[src/sv/tkpc_pkg.sv]
// shared types and constants for the touch key press classifier
`default_nettype none

package tkpc_pkg;

  localparam int CAL_SAMPLES_DEF = 10;
  localparam int CAL_DISCARD_DEF = 5;
  localparam int SAMPLE_BITS_DEF = 10;

  localparam int BASE_W    = 10;
  localparam int OFFSET_W  = 8;
  localparam int TIMEOUT_W = 16;
  localparam int ELAPSED_W = 17;
  localparam int CFG_IDX_W = 3;
  localparam int CFG_DAT_W = 16;

  localparam logic [BASE_W-1:0]    BASE_MAX      = '1;
  localparam logic [ELAPSED_W-1:0] ELAPSED_MAX   = '1;
  localparam logic [BASE_W-1:0]    BASE_RST      = 10'd0;
  localparam logic [OFFSET_W-1:0]  UPPER_RST     = 8'd30;
  localparam logic [OFFSET_W-1:0]  LOWER_RST     = 8'd15;
  localparam logic [TIMEOUT_W-1:0] TIMEOUT_RST   = 16'd1000;
  localparam logic                 AUTO_CAL_RST  = 1'b1;

  typedef enum logic [CFG_IDX_W-1:0] {
    REG_BASE_THRESHOLD  = 3'd0,
    REG_UPPER_OFFSET    = 3'd1,
    REG_LOWER_OFFSET    = 3'd2,
    REG_LONG_TIMEOUT_MS = 3'd3,
    REG_AUTO_CALIBRATE  = 3'd4
  } reg_idx_t;

  typedef enum logic [1:0] {
    ST_IDLE  = 2'd0,
    ST_SHORT = 2'd1,
    ST_LONG  = 2'd2
  } press_status_t;

  typedef enum logic {
    REQ_SAMPLE = 1'b0,
    REQ_TICK   = 1'b1
  } req_type_t;

  typedef struct packed {
    press_status_t status;
    logic          edge_start;
    logic          level;
    logic          cal;
  } res_t;

endpackage

`default_nettype wire

[src/sv/touch_key_press_classifier_core.sv]
// touch key press classifier: top level with state update and output buffering
//
// One word is taken per cycle while in_stall is low, and its result leaves from an output
// register; a second result register absorbs one word while the output is stalled, so
// in_stall rises only when both hold results. Sample and tick words update the press
// state as each is accepted. With auto calibration on, the first CAL_SAMPLES sample words
// after reset feed the calibration window and report calibrating; the base is the mean
// of window samples CAL_DISCARD and later, formed by a constant reciprocal multiply.
// Configuration writes are always ready and take effect at the next word.
`default_nettype none

module touch_key_press_classifier_core
  import tkpc_pkg::*;
#(
  parameter int CAL_SAMPLES = CAL_SAMPLES_DEF,
  parameter int CAL_DISCARD = CAL_DISCARD_DEF,
  parameter int SAMPLE_BITS = SAMPLE_BITS_DEF
) (
  input  wire logic                   clk,
  input  wire logic                   rst,
  input  wire logic                   in_valid,
  output logic                        in_stall,
  input  wire logic                   req_type,
  input  wire logic [SAMPLE_BITS-1:0] sample,
  output logic                        out_valid,
  input  wire logic                   out_stall,
  output logic [1:0]                  press_status,
  output logic                        press_edge,
  output logic                        level_pressed,
  output logic                        calibrating,
  input  wire logic                   cfg_valid,
  output logic                        cfg_ready,
  input  wire logic [CFG_IDX_W-1:0]   cfg_index,
  input  wire logic [CFG_DAT_W-1:0]   cfg_data
);

  localparam bit CAL_ON   = CAL_SAMPLES > CAL_DISCARD;
  localparam int CAL_DIV  = CAL_ON ? (CAL_SAMPLES - CAL_DISCARD) : 1;
  localparam int CAL_LOG  = $clog2(CAL_DIV);
  localparam int SUM_W    = SAMPLE_BITS + CAL_LOG;
  localparam int CAL_SHIFT = SUM_W + CAL_LOG;
  localparam int PROD_W   = 2 * SUM_W + CAL_LOG + 1;
  localparam longint CAL_MUL_L = ((64'd1 << CAL_SHIFT) + CAL_DIV - 1) / CAL_DIV;
  localparam logic [SUM_W:0] CAL_MUL = CAL_MUL_L[SUM_W:0];
  localparam int AVG_W    = (SUM_W > BASE_W) ? SUM_W : BASE_W;
  localparam int CNT_W    = $clog2(CAL_SAMPLES + 1);
  localparam logic [CNT_W-1:0] CNT_LIM  = CNT_W'(CAL_SAMPLES);
  localparam logic [CNT_W-1:0] DISC_LIM =
    CNT_W'(CAL_ON ? CAL_DISCARD : CAL_SAMPLES);
  localparam int CMP_W    = (SAMPLE_BITS > BASE_W + 1) ? SAMPLE_BITS : BASE_W + 1;

  // configuration registers
  logic [BASE_W-1:0]    base_threshold;
  logic [OFFSET_W-1:0]  upper_offset;
  logic [OFFSET_W-1:0]  lower_offset;
  logic [TIMEOUT_W-1:0] long_timeout_ms;
  logic                 auto_calibrate;

  // press state
  logic                 finger_held, finger_held_next;
  logic                 timing_active, timing_active_next;
  logic [ELAPSED_W-1:0] elapsed_ms, elapsed_ms_next;
  logic [CNT_W-1:0]     cal_count, cal_count_next;
  logic [SUM_W-1:0]     cal_sum, cal_sum_next;

  // output buffering
  res_t out_res, skid_res, new_res;
  logic skid_valid;

  logic                 accept, drain;
  logic                 window_open;
  logic [PROD_W-1:0]    cal_prod;
  logic [AVG_W-1:0]     cal_avg;
  logic [BASE_W-1:0]    active_base;
  logic [BASE_W-1:0]    base;
  logic [CMP_W-1:0]     upper, lower, samp;
  logic [ELAPSED_W-1:0] elapsed_inc;
  logic                 held;

  assign cfg_ready = 1'b1;
  assign accept    = in_valid && !in_stall;
  assign drain     = out_valid && !out_stall;
  assign in_stall  = skid_valid;

  assign press_status  = out_res.status;
  assign press_edge    = out_res.edge_start;
  assign level_pressed = out_res.level;
  assign calibrating   = out_res.cal;

  always_ff @(posedge clk) begin
    if (rst) begin
      base_threshold  <= BASE_RST;
      upper_offset    <= UPPER_RST;
      lower_offset    <= LOWER_RST;
      long_timeout_ms <= TIMEOUT_RST;
      auto_calibrate  <= AUTO_CAL_RST;
    end else if (cfg_valid && cfg_ready) begin
      case (cfg_index)
        REG_BASE_THRESHOLD:  base_threshold  <= cfg_data[BASE_W-1:0];
        REG_UPPER_OFFSET:    upper_offset    <= cfg_data[OFFSET_W-1:0];
        REG_LOWER_OFFSET:    lower_offset    <= cfg_data[OFFSET_W-1:0];
        REG_LONG_TIMEOUT_MS: long_timeout_ms <= cfg_data[TIMEOUT_W-1:0];
        REG_AUTO_CALIBRATE:  auto_calibrate  <= cfg_data[0];
        default: ;
      endcase
    end
  end

  // window mean from the finished sum, exact for every sum below 2^SUM_W
  assign cal_prod = PROD_W'(cal_sum) * PROD_W'(CAL_MUL);
  assign cal_avg  = AVG_W'(cal_prod[CAL_SHIFT +: SUM_W]);

  always_comb begin
    if (!CAL_ON) begin
      active_base = '0;
    end else if (cal_avg > AVG_W'(BASE_MAX)) begin
      active_base = BASE_MAX;
    end else begin
      active_base = cal_avg[BASE_W-1:0];
    end
  end

  assign window_open = auto_calibrate && (cal_count < CNT_LIM);
  assign base        = auto_calibrate ? active_base : base_threshold;
  assign upper       = CMP_W'({1'b0, base}) + CMP_W'(upper_offset);
  assign lower       = CMP_W'({1'b0, base}) + CMP_W'(lower_offset);
  assign samp        = CMP_W'(sample);
  assign elapsed_inc = (elapsed_ms == ELAPSED_MAX) ? elapsed_ms : elapsed_ms + 1'b1;

  always_comb begin
    finger_held_next   = finger_held;
    timing_active_next = timing_active;
    elapsed_ms_next    = elapsed_ms;
    cal_count_next     = cal_count;
    cal_sum_next       = cal_sum;
    new_res            = '{status: ST_IDLE, edge_start: 1'b0, level: 1'b0, cal: 1'b0};
    held               = finger_held && !(samp < lower);
    if (accept) begin
      if (req_type == REQ_TICK) begin
        if (timing_active) begin
          elapsed_ms_next = elapsed_inc;
          if (elapsed_inc > ELAPSED_W'(long_timeout_ms)) begin
            new_res.status     = ST_LONG;
            timing_active_next = 1'b0;
          end
        end
        new_res.cal = window_open;
      end else if (window_open) begin
        if (cal_count >= DISC_LIM) begin
          cal_sum_next = cal_sum + SUM_W'(sample);
        end
        cal_count_next = cal_count + 1'b1;
        new_res.cal    = 1'b1;
      end else begin
        new_res.level = samp > upper;
        if (timing_active) begin
          if (samp < lower) begin
            new_res.status     = (ELAPSED_W'(long_timeout_ms) > elapsed_ms) ?
                                 ST_SHORT : ST_LONG;
            timing_active_next = 1'b0;
            finger_held_next   = 1'b0;
          end
        end else begin
          finger_held_next = held;
          if (samp > upper && !held) begin
            finger_held_next   = 1'b1;
            timing_active_next = 1'b1;
            elapsed_ms_next    = '0;
            new_res.edge_start = 1'b1;
          end
        end
      end
    end
  end

  always_ff @(posedge clk) begin
    if (rst) begin
      finger_held   <= 1'b0;
      timing_active <= 1'b0;
      elapsed_ms    <= '0;
      cal_count     <= '0;
      cal_sum       <= '0;
    end else begin
      finger_held   <= finger_held_next;
      timing_active <= timing_active_next;
      elapsed_ms    <= elapsed_ms_next;
      cal_count     <= cal_count_next;
      cal_sum       <= cal_sum_next;
    end
  end

  // output register with one skid word behind it
  always_ff @(posedge clk) begin
    if (rst) begin
      out_valid  <= 1'b0;
      skid_valid <= 1'b0;
    end else if (skid_valid) begin
      if (drain) begin
        skid_valid <= 1'b0;
      end
    end else if (!out_valid || drain) begin
      out_valid <= accept;
    end else if (accept) begin
      skid_valid <= 1'b1;
    end
  end

  always_ff @(posedge clk) begin
    if (skid_valid) begin
      if (drain) begin
        out_res <= skid_res;
      end
    end else if (!out_valid || drain) begin
      if (accept) begin
        out_res <= new_res;
      end
    end else if (accept) begin
      skid_res <= new_res;
    end
  end

`ifndef SYNTH
  a_skid_behind_out: assert property (@(posedge clk) disable iff (rst)
    skid_valid |-> out_valid)
    else $error("skid word held without an output word");

  a_timing_needs_finger: assert property (@(posedge clk) disable iff (rst)
    timing_active |-> finger_held)
    else $error("timing active without a held finger");

  a_press_starts_at_zero: assert property (@(posedge clk) disable iff (rst)
    $rose(timing_active) |-> elapsed_ms == '0)
    else $error("press started with nonzero elapsed time");

  a_edge_has_no_status: assert property (@(posedge clk) disable iff (rst)
    out_valid && press_edge |-> press_status == ST_IDLE && !calibrating && level_pressed)
    else $error("press edge word carries inconsistent fields");

  a_cal_count_bound: assert property (@(posedge clk) disable iff (rst)
    cal_count <= CNT_LIM)
    else $error("calibration count past window length");
`endif

endmodule

`default_nettype wire

[config.mk]
export PLATFORM = sky130hd
export DESIGN_NAME = touch_key_press_classifier_core
export DESIGN_NICKNAME = d
export VERILOG_FILES = /design/src/sv/tkpc_pkg.sv /design/src/sv/touch_key_press_classifier_core.sv
export SDC_FILE = /design/constraint.sdc
export NUM_CORES = 1
export LEC_CHECK = 0
export BUFFER_PORTS_ARGS = -buffer_cell sky130_fd_sc_hd__buf_4
export CORE_MARGIN = 2
export CORE_UTILIZATION = 35
export DETAILED_ROUTE_END_ITERATION = 12
export GPL_TIMING_DRIVEN = 0
export PLACE_DENSITY_LB_ADDON = 0.25
export SYNTH_ARGS = -nofsm -noshare
export SYNTH_HDL_FRONTEND = slang
export SYNTH_SLANG_ARGS = --single-unit
[constraint.sdc]
create_clock -name clk -period 17.8 [get_ports clk]
set_clock_uncertainty 0.15 [all_clocks]
set_input_delay 2.67 -clock clk [delete_from_list [all_inputs] [get_ports clk]]
set_output_delay 2.67 -clock clk [all_outputs]
set_load 0.05 [all_outputs]
# Word-level counts from Yosys, hierarchy flattened
# Index checks and enable logic that the tools add are counted.
# word_totals
ram_bits	0
reg_bits	91
in_bits	35
mem_bits_ro	0
latchBits	0
memories	0
# op_classes
multipliers	1
n_reduce_logical	28
n_lt_le_gt_ge	7
n_eq_ne	10
add_sub_neg	5
div	0
muxes	37
bitwise	4
shifts	0
# ops
op	n
$mux W17	6
$mul A13 B12 Y25 const B	1
$add A10 B8 Y11	2
$mux W10	2
$mux W5	4
$add A17 B1 Y17 const B	1
$eq A17 B17 Y1 const B	1
$gt A16 B17 Y1	1
$gt A17 B16 Y1	1
$mux W1	17
$mux W2	7
$reduce_and A2 Y1	7
$add A13 B10 Y13	1
$gt A10 B11 Y1	1
$gt A11 B10 Y1 const B	1
$lt A10 B11 Y1	1
$reduce_and A3 Y1	3
$reduce_and A4 Y1	2
$eq A3 B2 Y1 const B	2
$ne A2 B1 Y1 const B	3
$reduce_bool A2 Y1	3
$logic_and A1 B1 Y1	5
$logic_not A1 Y1	5
$reduce_and A5 Y1	1
10 further kinds	14

# Logic depth before layout (Yosys ltp)
# depth
word_depth	17
ltp_mapped	35

# Least setup slack after synthesis
# OpenSTA, ideal clock, no wires.
# synth_timing
path_kind	reg-to-reg
from	register cal_sum[7]
to	register out_res, in the netlist press_edge (data pin)
path_slack_ns	9.683
t_required_ns	17.390
n_path_buf	1
synth_period_minus_slack_ns	8.117
path_stages_with_launch	36
arrival_time_ns	7.707
path_cell_list	dfxtp_1 > ha_1 > inv_1 > fa_1 > inv_1 > fa_1 > inv_1 > fa_1 > fa_1 > inv_1 > ha_1 > and3_4 > a221o_1 > a21oi_4 > a211o_1 > nand4_2 > nor2_1 > a21oi_1 > ha_1 > a21o_1 > a21o_1 > a21oi_1 > nor2b_1 > o21a_1 > o21a_1 > nor2_1 > xor2_1 > ha_1 > a21o_1 > a211oi_1 > a221o_1 > a31oi_1 > and4_1 > buf_6 > and3_1 > mux2_2
# synth_rtl
element	line_no	text
start: declaration	touch_key_press_classifier_core.sv:64	logic [SUM_W-1:0] cal_sum, cal_sum_next;
start signal: assignment	touch_key_press_classifier_core.sv:188	cal_sum <= cal_sum_next;
end signal: assignment	touch_key_press_classifier_core.sv:211	out_res <= skid_res;
end signal: assignment	touch_key_press_classifier_core.sv:215	out_res <= new_res;
end: declaration	touch_key_press_classifier_core.sv:67	res_t out_res, skid_res, new_res;

# Worst setup path in the final report
# layout_timing
from	register cal_sum[8]
to	register elapsed_ms[14]
# layout_between
elab_chain_cells	12
elab_cells_between_ends	14
classes_between	add/sub (2); mul (1); order compare (3); mux (2); reduce/logical (6)
# layout_rtl
element	line_no	text
$mul A13 B12 Y25 *	touch_key_press_classifier_core.sv:110	assign cal_prod = PROD_W'(cal_sum) * PROD_W'(CAL_MUL);
$gt A11 B10 Y1	touch_key_press_classifier_core.sv:116	end else if (cal_avg > AVG_W'(BASE_MAX)) begin
$mux W10 *	touch_key_press_classifier_core.sv:116	
$mux W10 *	touch_key_press_classifier_core.sv:124	assign base = auto_calibrate ? active_base : base_threshold;
$add A10 B8 Y11	touch_key_press_classifier_core.sv:126	assign lower = CMP_W'({1'b0, base}) + CMP_W'(lower_offset);
$lt A10 B11 Y1	touch_key_press_classifier_core.sv:137	held = finger_held && !(samp < lower);
$logic_not A1 Y1	touch_key_press_classifier_core.sv:137	
$logic_and A1 B1 Y1	touch_key_press_classifier_core.sv:137	
$logic_not A1 Y1	touch_key_press_classifier_core.sv:165	if (samp > upper && !held) begin
$logic_and A1 B1 Y1 *	touch_key_press_classifier_core.sv:165	
$reduce_bool A2 Y1 (no line) *	--	
$reduce_and A5 Y1 (no line) *	--	
end signal: assignment	touch_key_press_classifier_core.sv:186	elapsed_ms <= elapsed_ms_next;
end: declaration	touch_key_press_classifier_core.sv:62	logic [ELAPSED_W-1:0] elapsed_ms, elapsed_ms_next;
# Every way passes the cells marked *; elsewhere a longest branch is shown, timed or not.
# A chain may end at the register's enable or synchronous reset.

==> reports/results.ini <==
[outcome]
status=completed

[worst_setup_path]
path_max_fanout=8
slowest_stage=fa_1
cp-end-kind=flip-flop
critPathKind=flip-flop to flip-flop
start_kind=flip-flop
crit_path_max_incr_delay_ns=0.55
required_ns=17.90
arrival_ns=9.33

[logic_synthesis]
synthXorXnorAreaFrac_pct=4.636
synth-seq-cells=91
yosys_warnings=0
synth_fa_ha_area_share_pct=33.11
synthesis.area_um2=9258
synth_fp_nets=1330
synth_cells=1077
synth_seq_area_share_pct=20.76
synth_mux_area_share_pct=2.338
synth_cell_types=68
synth-edff-count=10
synth_top_family_by_area=adder cells
syn_area_per_cell_um2=8.596
synthArstFlopShare_pct=0
synth-compound-area-share_pct=17.06
yosys.area_share.simple_pct=15.04
synthFlopType=dfxtp_1

[layout]
area_delta_synth_final_pct=11.37
drive_gt1_share_pct=6.979
final_cell_mix=ha_1 (173), inv_1 (145), nand2_1 (103)
nNetsFinal=1380
final_util_pct=39.68
fin_area_um2=10310
antenna_cells=0
layout_commonest_cell=ha_1

[clocking]
cts_tree=yes
numCtsBuffers=9
clock_path_buffers=2
cts_setup_buffers=0
clk_pin_slew_ns=0.07
insertion_delay_ns=0.36
cts_resized=0
clock_sinks=91
clockRootBuffer=clkbuf_16
hold_buffers=0
htree_num_levels=3

[placement]
gp_congestion=0.8596
dp_hpwl_um=19210
place_area_um2=9970
portBuffers=39

[sta]
setup-tns-final_ns=0
finalCritPeriodShare_pct=51.86
slew_viol_final=0
timing.slew.headroom_pct=35.63
rsz0062_at_grt=false
setup_viol=0
max_freq_mhz=108.3
fin_crit_ns=9.231
hold_viol=0
max_slew.worst_pin.slew_ns=0.9619

[die]
die_w_um=166.6
die_y_um=166.6
rows=59
ios=43
start_util_pct=35.63
core_um2=25980
dieArea_um2=27770

[global_routing]
track_usage_pct=17.28
grt_overflow=0
grt_first_pass_wirelength_um=38540
grt_max_degree=16
first_global_vias=7327
antenna_found_initial=0

[detailed_routing]
vias_per_cell=5.116
num_vias=7505
wl_per_cell_um=15.78
ant_nets=0
drc=0
dr.pass1.iters=4
wl_um=23150
first_iter_violations=306

[run]
cap_violations=0

[pwr]
irDropWorstVdd_v=0.00003592
pwr_density_cell_nw_per_um2=48.42
p_leak_nw=4.866

[hold_path]
hold_class=flip-flop to flip-flop

## path summary, 6_finish.rpt
check	slack [ns]	end	cells past startpoint	startpoint
worst max-delay path	8.57	elapsed_ms[14]	34	cal_sum[8]
worst min register to register	0.31	base_threshold[3]	2	base_threshold[3]
worst min-delay path	0.31	base_threshold[3]	2	base_threshold[3]
worst max register to register	8.57	elapsed_ms[14]	34	cal_sum[8]
## cells by family after synthesis
logic type                 after synthesis
AOI/OAI and AO/OA                      235
DFF                                     91
muxes                                   21
and+or+nand+nor                        292
xor gates and xnor gates                49
adders and majority gates              218
other                                    1
buffers and inverters                  170
## metrics by stage
step,cells,hold WS (ns),total power [W],setup WS (ns)
after floorplan,1077,0.2867,0.0002562,9.683
after global placement,1451,0.2921,0.0002787,8.606
after detailed placement,1451,0.2969,0.0002794,8.542
after CTS,1467,0.3057,0.0005032,8.524
after global routing,1467,0.3282,0.0005177,8.095
final,1467,0.3067,0.0004992,8.569
## where the power goes
part           switching, W  internal, W
sequential       0.00000286     0.000211
combinational     0.0000367    0.0000236
clock             0.0000875     0.000137
## cell usage after synthesis, types with 6 or more instances
master    count  share of area [%]
ha_1        173                 23
inv_1       145                5.9
nand2_1     103                4.2
a21oi_1      84                4.5
dfxtp_1      81                 18
nor2_1       68                2.8
fa_1         45                9.7
o21ai_0      40                2.2
xnor2_1      33                3.1
nand3_1      29                1.6
clkbuf_1     20               0.81
a21o_1       18                1.5
nor3_1       18               0.97
o21a_1       18                1.5
mux2i_1      16                1.7
xor2_1       16                1.5
nor2b_1      12               0.81
o211ai_1     12               0.97
edfxtp_1     10                3.2
nand4_1      10               0.68
and2_1        9               0.61
and3_1        9               0.61
nand2b_1      9               0.61
a211oi_1      8               0.65
a32o_1        8               0.87
a31oi_1       7               0.47
and4_1        6               0.57
## worst max-delay path: cells and delay by family (launching register included)
family / cells / cell delay [ns]
adder cells (fa/ha/maj): 8 / 3.32
AND/OR/NAND/NOR: 5 / 1.19
AO/OA/AOI/OAI: 15 / 3.46
flip-flops: 1 / 0.43
buffers and inverters: 5 / 0.40
XOR/XNOR: 1 / 0.17
## flip-flops by register name, summed over array words and instances, names as in the netlist, 2 cells and up
name and flops:
long_timeout_ms 16, upper_offset 8, lower_offset 8, skid_res 5, base_threshold 10, press_status 2, elapsed_ms 17, cal_sum 13
cal_count 4
## cell type report
type / count / area [um2]
Clock inverter: 7 / 115.1
Timing Repair Buffer: 39 / 292.8
Inverter: 146 / 548.0
Fill cell: 2711 / 15680
Sequential cell: 91 / 1922
Tap cell: 335 / 419.2
Clock buffer: 9 / 225.2
Multi-Input combinational cell: 816 / 6686
Buffer: 24 / 101.3
## routing by layer
layer	vias up	GRT usage, %	share of wire (%)
li1	3840	-	-
met1	3517	23.98	49
met2	124	28.55	46
met3	24	1.949	2.6
met4	0	4.685	1.9
met5	-	0	0
Power figures use the tool's default switching activity.
